File: src/sv/mrc_pkg.sv
// Shared types, constants and the CRC byte update for the Modbus RTU response checker.
// No dependencies; imported by mrc_frame, modbus_rtu_response_checker and the bench files.
`timescale 1ns / 1ps

package mrc_pkg;

	localparam logic [15:0] CRC_INIT = 16'hFFFF;
	localparam logic [15:0] CRC_POLY = 16'hA001;
	localparam logic [7:0] MIN_FRAME_BYTES = 8'd5;
	localparam logic [7:0] POS_MAX = 8'd255;
	localparam logic [7:0] POS_COUNT = 8'd2;
	localparam logic [7:0] POS_DATA = 8'd3;

	typedef enum logic [1:0] {
		STATUS_OK      = 2'd0,
		STATUS_SHORT   = 2'd1,
		STATUS_CRC_BAD = 2'd2
	} frame_status_t;

	typedef enum logic {
		KIND_REGISTER = 1'b0,
		KIND_STATUS   = 1'b1
	} result_kind_t;

	typedef struct packed {
		result_kind_t  kind;
		logic [6:0]    index;
		logic [15:0]   value;
		frame_status_t status;
	} result_t;

	// Reflected CRC-16, one byte, LSB first.
	function automatic logic [15:0] crc_absorb(input logic [15:0] crc_in, input logic [7:0] b);
		logic [15:0] c;
		c = crc_in ^ {8'h00, b};
		for (int k = 0; k < 8; k++) begin
			if (c[0]) c = (c >> 1) ^ CRC_POLY;
			else c = c >> 1;
		end
		return c;
	endfunction

endpackage

File: src/sv/mrc_frame.sv
// Frame state of the response checker: CRC, two-byte delay line, position and byte count.
// Produces at most one result per accepted byte; depends on mrc_pkg.
`timescale 1ns / 1ps

module mrc_frame import mrc_pkg::*; (
	input  logic       clk,
	input  logic       arst_n,
	input  logic       accept,
	input  logic [7:0] rx_byte,
	input  logic       frame_end,
	output logic       res_valid,
	output result_t    res
);

	logic [15:0] crc_q;
	logic [7:0]  byte_one_q;
	logic [7:0]  byte_two_q;
	logic [7:0]  pos_q;
	logic [7:0]  count_q;
	logic [7:0]  high_q;

	logic [15:0] crc_next;
	logic [15:0] rx_crc;
	logic [7:0]  data_off;
	logic        emit_reg;

	always_comb begin
		crc_next = (pos_q >= POS_COUNT) ? crc_absorb(crc_q, byte_two_q) : crc_q;
		rx_crc = {rx_byte, byte_one_q};
		data_off = pos_q - POS_COUNT;
		// Low byte of a register lands on even positions from 4 on.
		emit_reg = (pos_q > POS_DATA) && !pos_q[0] && (data_off <= count_q);
	end

	always_comb begin
		res = '0;
		res_valid = 1'b0;
		if (frame_end) begin
			res_valid = 1'b1;
			res.kind = KIND_STATUS;
			if ({1'b0, pos_q} + 9'd1 < {1'b0, MIN_FRAME_BYTES}) res.status = STATUS_SHORT;
			else if (rx_crc != crc_next) res.status = STATUS_CRC_BAD;
			else res.status = STATUS_OK;
		end else if (emit_reg) begin
			res_valid = 1'b1;
			res.kind = KIND_REGISTER;
			res.index = data_off[7:1] - 7'd1;
			res.value = {high_q, rx_byte};
		end
	end

	always_ff @(posedge clk or negedge arst_n) begin
		if (!arst_n) begin
			crc_q <= CRC_INIT;
			byte_one_q <= '0;
			byte_two_q <= '0;
			pos_q <= '0;
			count_q <= '0;
			high_q <= '0;
		end else if (accept) begin
			if (frame_end) begin
				// Return to the idle frame state.
				crc_q <= CRC_INIT;
				byte_one_q <= '0;
				byte_two_q <= '0;
				pos_q <= '0;
				count_q <= '0;
				high_q <= '0;
			end else begin
				crc_q <= crc_next;
				byte_two_q <= byte_one_q;
				byte_one_q <= rx_byte;
				if (pos_q == POS_COUNT) count_q <= rx_byte;
				if (pos_q >= POS_DATA && pos_q[0]) high_q <= rx_byte;
				if (pos_q != POS_MAX) pos_q <= pos_q + 8'd1;
			end
		end
	end

endmodule

File: config.mk
export PLATFORM = sky130hd
export DESIGN_NAME = mrc_frame
export DESIGN_NICKNAME = d
export VERILOG_FILES = /design/src/sv/mrc_pkg.sv /design/src/sv/mrc_frame.sv
export SDC_FILE = /design/constraint.sdc
export NUM_CORES = 1
export LEC_CHECK = 0
export BUFFER_PORTS_ARGS = -buffer_cell sky130_fd_sc_hd__buf_2
export CAP_MARGIN = 10
export CORE_MARGIN = 5
export CORE_UTILIZATION = 35
export DETAILED_ROUTE_END_ITERATION = 7
export SYNTH_ARGS = -nofsm -noshare
export SYNTH_HDL_FRONTEND = slang
export SYNTH_SLANG_ARGS = --single-unit
File: constraint.sdc
create_clock -name clk -period 2.8 [get_ports clk]
set_input_delay 0.28 -clock clk [delete_from_list [all_inputs] [get_ports clk]]
set_output_delay 0.28 -clock clk [all_outputs]
set_load 0.01 [all_outputs]
==> metrics, run 1 <==
fraction of layout cells with a size suffix above 1 around a third; largest net degree at the start of global routing between 40 and 50; R2R Setup Slk 0.22 ns; crit end category output pin; final setup fails 25; Crit Path Class register to output pin; # IOs 39; max incr delay on CP ~0.43 ns; Worst slew margin 58.2%; H-Tree Depth 2; initial antenna violation count 0; cell area after synthesis 0.00389 mm2; crit-path max FO 8; Max VDD drop 723 uV; cell mode on critical path nand3_2; hold-critical path depth 3; Tmin final 3.16 ns; total grt overflow 0; failing checks negative setup slack; Ant. Diodes 0; reg-to-reg endpoint count_q[2]$_DFFE_PN0P_; CTS max path bufs 2; Global Route Usage Sum 17.2%; Hold EP byte_one_q[3]$_DFFE_PN0P_; Clock Pin Slew Worst Setup and Hold Paths 0.10 ns; initial cell density of the core 35.8%; commonest non-fill, non-tap cell in the layout buf_4; Initial DRC Count about 270; status complete, but fails checks; WP data arrival 2.88 ns; Hold WS approximately 0.36 ns; fin. max-slew vios 0; Post-DRT Antenna Nets 0; r2r startpoint pos_q[4]$_DFFE_PN0P_; gpl congestion 0.884; DRT Pass-1 Iters 5; Distinct cells, synth 52; R2R cell count 11; setup_tns -7.79 ns; CTS Buf Count 5; Clock Root Buffer clkbuf_8; Detailed Place HPWL ~7.9 mm; Die Span Y 115 um; Core ar. roughly 0.011 mm2; Async S/R FF share, synth 100%; final net count between 500 and 600; die width 115 um; Most used DFF post-synth dfrtp_1; port buffer count 38; crit path launch type register; Worst Path Required 2.52 ns; Hold Crit Start rx_byte[3]; dpl cell area 0.00448 mm2; Final Cell Area slightly above 0.005 mm2; crit-path cells nor3_2, nand3_2, xnor2_2, ha_1, buf_4, nand3_2, nor2_1, a22o_1, a31o_4, and3b_2, and2_4, buf_6; Net Count, Synth 446; Row Count 38; RSZ-0062 raised after global routing yes; HP Class input port to register; DR vias/cell 5.44; post-place setup slack -0.101 ns; fin crit share 113%; commonest non-fill, non-tap cells in the layout 53 x buf_4, 40 x dfrtp_1, 27 x nand2_1; vias post-DR 3,463; vias in the first global route 3,491; Synth Warn # 0; Final Util 47.0%; clock skew 0.0102 ns; CTS tree done; PD cells 745 mW/mm2; Area Overhead vs Synth 31.2%; FMAX 317 MHz; final worst slack -0.359 ns; register area share after synthesis 36.6%; Clock Sinks 56; global-route wire length before repair approximately 18 mm; number of synthesized flops with an enable pin 0; Post-route DRC 0; Worst-Margin Slew 0.623 ns; Gate Count Post-Synth 421; worst skew pair latency 0.31 ns; Lkg Pwr between 2 and 2.5 nW; Seq cells post-synth 56; wire per inst between 15 and 20 um; max-cap check violation count 0; Slowest cell on crit path dfrtp_1; Syn Area/Cell around 9.2 um2; die area between 0.01 and 0.015 mm2; Final Hold Viols 0; Detailed Route WL ~11 mm
==> report_power, final <==
group / switching (W) / total (W) / internal [W]
combinational: 0.000929 / 0.00197 / 0.00105
sequential: 0.000170 / 0.00121 / 0.00104
clock: 0.000263 / 0.000615 / 0.000352
==> cell type report <==
class / instances / area (um2)
Clock buffer: 5 / 68.8
Clock inverter: 2 / 60.1
Fill cell: 1033 / 5740
Inverter: 26 / 97.6
Multi-Input combinational cell: 310 / 2510
Sequential cell: 56 / 1420
Tap cell: 140 / 175
Timing Repair Buffer: 97 / 763
==> how the worst max path moves through the flow <==
| stage | cells after the start | from | endpoint | slack, ns |
|---|---|---|---|---|
| 2_1_floorplan | 13 | pos_q[1]$_DFFE_PN0P_ | res[10] | 0.01 |
| 3_3_place_gp | 12 | pos_q[2]$_DFFE_PN0P_ | res[10] | -0.006 |
| 3_5_place_dp | 11 | pos_q[5]$_DFFE_PN0P_ | res[2] | -0.10 |
| 4_1_cts | 11 | pos_q[6]$_DFFE_PN0P_ | res[2] | -0.29 |
| 5_1_grt | 13 | pos_q[4]$_DFFE_PN0P_ | res[22] | -0.49 |
| 6_report | 12 | pos_q[4]$_DFFE_PN0P_ | res[7] | -0.36 |
==> synth_stat cells, types with 2 or more instances <==
cell,count,area share [%]
nor4_1,4,0.64
nand3_1,9,1.2
o22a_1,22,5.0
clkbuf_1,25,2.4
dfstp_2,16,11
o21ai_0,22,2.8
o31ai_1,8,1.5
inv_1,26,2.5
xor2_2,2,0.84
nand2b_1,2,0.32
a22oi_1,16,3.1
a22o_1,2,0.45
and2_1,17,2.7
a31o_2,2,0.45
mux2i_1,2,0.52
xor2_1,14,3.2
o21a_1,2,0.39
o2bb2ai_1,9,2.0
a21oi_1,17,2.2
o22ai_1,8,1.3
nand3b_1,8,1.5
xnor3_1,4,2.3
nand4_1,5,0.80
and3_1,3,0.48
buf_2,2,0.26
nand2_1,27,2.6
a31oi_1,5,0.80
buf_1,2,0.19
xnor2_2,3,1.3
dfrtp_1,40,26
nor3_1,6,0.77
nor2_1,29,2.8
or3_1,2,0.32
ha_1,13,4.2
xnor2_1,29,6.5
a21o_1,2,0.39
==> through the flow <==
stage	power, W	instances
6_report	0.00380	636
3_3_place_gp	0.00290	609
2_1_floorplan	0.00248	421
5_1_grt	0.00404	636
4_1_cts	0.00368	632
3_5_place_dp	0.00292	609
==> metal layers <==
metal	track usage [%]	routed length (um)	up-vias	share of wire, %
met5	0	0	-	0
met4	3.29	150	0	1.3
met3	2.53	461	13	4.1
met2	29.2	5670	78	50
met1	23.5	5080	1725	45
li1	-	-	1647	-
==> cell families (layout without fill, tap and decap cells) <==
family	after synthesis	in the layout	synth area share, %
AND/OR/NAND/NOR	116	117	15.1
AO/OA/AOI/OAI	124	124	22.7
flip-flops	56	56	36.6
XOR/XNOR	54	54	15.3
buffers and inverters	56	130	5.57
adder cells (fa/ha/maj)	13	13	4.19
multiplexers	2	2	0.515
==> registers in the layout (all words and copies together) (netlist names) <==
signal      flops
byte_two_q      8
count_q         8
byte_one_q      8
crc_q          16
high_q          8
pos_q           8
==> critical path, delay by kind of cell, from the launching register on <==
| kind | cells | cell delay [ns] |
|---|---|---|
| adders and majority gates | 1 | 0.32 |
| DFF | 1 | 0.43 |
| buffers and inverters | 2 | 0.25 |
| xor gates and xnor gates | 1 | 0.18 |
| AOI/OAI and AO/OA | 2 | 0.41 |
| and+or+nand+nor | 6 | 0.98 |
==> what timing repair did <==
item | in CTS | in global routing
hold buffers | 1 | 0
buffers inserted | 14 | 4
cloned | 1 | 0
resized for setup | 24 | 49
setup endpoints to repair | 25 | 25
hold endpoints to repair | 9 | 0
pin swaps | 26 | 24
No activity file was read; power rests on OpenSTA's default activity.
==> run 2: changes to the inputs <==
- SETUP_SLACK_MARGIN: unset -> 0.05
==> run 2 against run 1 <==
  * The run still ends with negative setup slack left
  * Via count shrank 1.4%
  * Routed wire length shrank 1.8%
  * Sequential share of layout area rose by 0.11 points
  * Maximum frequency up 1.4%
  * First-iteration DRC count is 25% lower
  * Power shrank 3.2%
  * Count of clock-buffer cells in the layout grew 3
  * Sequential cell count stayed put
  * Clock power fell by 8.8%
  * Die area stayed put
  * Global-route usage up 0.090 points
  * Combinational power down 4%
  * Largest cell class unchanged
  * Largest power group unchanged
==> metrics, run 2 (synthesized netlist as in run 1, its figures left out) <==
final net count 525 (+0.77%); largest reg by FF count crc_q; Slowest cell on crit path dfrtp_2; CTS max path bufs 2 (unchanged); switching power 0.00134 W (-1.7%); Tmin final 3.11 ns (-0.0445 ns); Row Count 38 (unchanged); Clock Sinks 56 (unchanged); fin crit share 111% (-1.6 points); vias in the first global route 3,523 (+0.92%); largest net degree at the start of global routing 47 (unchanged); Core ar. 0.0108 mm2 (unchanged); Lkg Pwr 2.23 nW (+0.86%); Worst slew margin 58.7% (+0.46 points); Detailed Route WL 11.2 mm (-1.8%); Clock Root Buffer clkbuf_8; Max VDD drop 530 uV (-27%); Global Route Usage Sum 17.3% (+0.090 points); die width 115 um (unchanged); Ant. Diodes 0 (unchanged); Power Internal 0.00234 W (-4.1%); Sw Ratio 36.4% (+0.57 points); Post-route DRC 0 (unchanged); Worst Path Required 2.52 ns (about the same); Initial DRC Count 206 (-25%); worst skew pair latency 0.32 ns (about the same); max incr delay on CP 0.47 ns (+0.04 ns); Crit Path Class register to output pin; final setup fails 25 (unchanged); DRT Pass-1 Iters 4 (-1); wire per inst 17.4 um (-2.6%); HP Class input port to register; fraction of layout cells with a size suffix above 1 36.9% (+2.0 points); DR vias/cell 5.33 (-2.1%); CTS Buf Count 5 (unchanged); vias post-DR 3,416 (-1.4%); crit path launch type register; clock network fraction of total power 15.3% (-0.9 points); global-route wire length before repair 18.2 mm (about the same); PD cells 721 mW/mm2 (-3.3%); Die Span Y 115 um (unchanged); port buffer count 38 (unchanged); die area 0.0133 mm2 (unchanged); crit-path max FO 5 (-3); Comb pwr share 51.8% (-0.2 points); fin. max-slew vios 0 (unchanged); crit-path cells buf_4, nor3_4, xnor2_1, inv_1, ha_1, nand4_1, nor2_1, a22o_1, a31o_2, and3b_2, buf_6, and2_4, buf_6; Detailed Place HPWL 7.85 mm (-0.12%); Post-DRT Antenna Nets 0 (unchanged); crit end category output pin; filler cell count 1,045 (+1.2%); Final Util 47.0% (about the same); Hold WS 0.341 ns (-0.0202 ns); initial cell density of the core 35.8% (unchanged); final worst slack -0.315 ns (+0.0445 ns); clock skew 0.00793 ns (-0.00230 ns); max FFs per register 16 (unchanged); commonest non-fill, non-tap cell in the layout buf_4; Area Overhead vs Synth 31.2% (about the same); gpl congestion 0.924 (+4.5%); CTS tree done; failing checks negative setup slack; FMAX 321 MHz (+1.4%); status complete, but fails checks; Reg power frac 32.9% (+1.1 points); RSZ-0062 raised after global routing yes; cell mode on critical path buf_6; Worst-Margin Slew 0.620 ns (-0.00249 ns); Final Cell Area 0.00510 mm2 (about the same); WP data arrival 2.83 ns (-0.05 ns); max-cap check violation count 0 (unchanged); dpl cell area 0.00459 mm2 (+2.5%); initial antenna violation count 0 (unchanged); overall power 0.00368 W (-3.2%); commonest non-fill, non-tap cells in the layout 57 x buf_4, 35 x dfrtp_1, 29 x nor2_1; total grt overflow 0 (unchanged); Clock Pin Slew Worst Setup and Hold Paths 0.11 ns (about the same); Final Hold Viols 0 (unchanged); # IOs 39 (unchanged); H-Tree Depth 2 (unchanged)
-- run 2: changes by cell type in the layout (fill, tap and decap cells not counted), sizes merged --
cell | before | now
bufinv | 2 | 0
and3b | 2 | 1
buf | 96 | 101
clkbuf | 5 | 8
-- run 2: final cells by class --
cell class,count,area (um2),share of cell area [%]
Multi-Input combinational cell,309,2470,48.5
Inverter,26,97.6,1.91
Tap cell,140,175,3.43
Clock buffer,8,121,2.38
Timing Repair Buffer,102,807,15.8
Sequential cell,56,1430,28.0
-- run 2: metrics by stage --
stage | cells | setup slack (ns) | TNS [ns]
global route | 641 | -0.497 | -11.42
CTS | 638 | -0.339 | -7.62
detailed placement | 619 | -0.0386 | -0.558
global placement | 619 | 0.0270 | 0
finish | 641 | -0.315 | -6.87
floorplan | 421 | 0.0478 | 0
-- run 2: final timing paths --
check / startpoint / to / slack, ns / cells past startpoint
min in group asynchronous: arst_n / pos_q[0]$_DFFE_PN0P_ / 0.51 / 2
worst max register to register: pos_q[1]$_DFFE_PN0P_ / crc_q[1]$_DFFE_PN1P_ / 0.48 / 9
worst min-delay path: rx_byte[7] / byte_one_q[7]$_DFFE_PN0P_ / 0.34 / 3
worst min register to register: byte_two_q[6]$_DFFE_PN0P_ / byte_two_q[6]$_DFFE_PN0P_ / 0.52 / 2
worst max-delay path: pos_q[3]$_DFFE_PN0P_ / res[2] / -0.31 / 13
max in group asynchronous: arst_n / crc_q[13]$_DFFE_PN1P_ / 1.63 / 3
-- run 2: critical path: cells and delay by family (launching register included) --
| family | cells | cell delay, ns |
|---|---|---|
| AND/OR/NAND/NOR | 5 | 0.72 |
| buffers and inverters | 4 | 0.49 |
| flip-flops | 1 | 0.47 |
| AO/OA/AOI/OAI | 2 | 0.39 |
| adder cells (fa/ha/maj) | 1 | 0.28 |
| XOR/XNOR | 1 | 0.17 |
-- run 2: timing repair --
action,in CTS,in global routing
cloned,1,0
gates resized for setup,35,30
setup endpoints to repair,25,26
hold buffers,1,0
endpoints found under the hold margin,4,0
setup buffers,9,3
pin swaps,30,12
-- run 2: per-layer routing --
layer  track usage, %  part of all wire [%]
met1             23.5                    46
met2             29.2                    49
met3             2.32                   3.8
met4             4.07                   1.5
met5                0                     0
-- run 2: power by group through the flow --
stage / logic [W] / registers [W] / clock network (W)
2_1_floorplan: 0.00131 / 0.00117 / 0
3_3_place_gp: 0.00171 / 0.00122 / 0
3_5_place_dp: 0.00174 / 0.00122 / 0
4_1_cts: 0.00185 / 0.00121 / 0.000578
5_1_grt: 0.00210 / 0.00124 / 0.000614
6_report: 0.00190 / 0.00121 / 0.000561
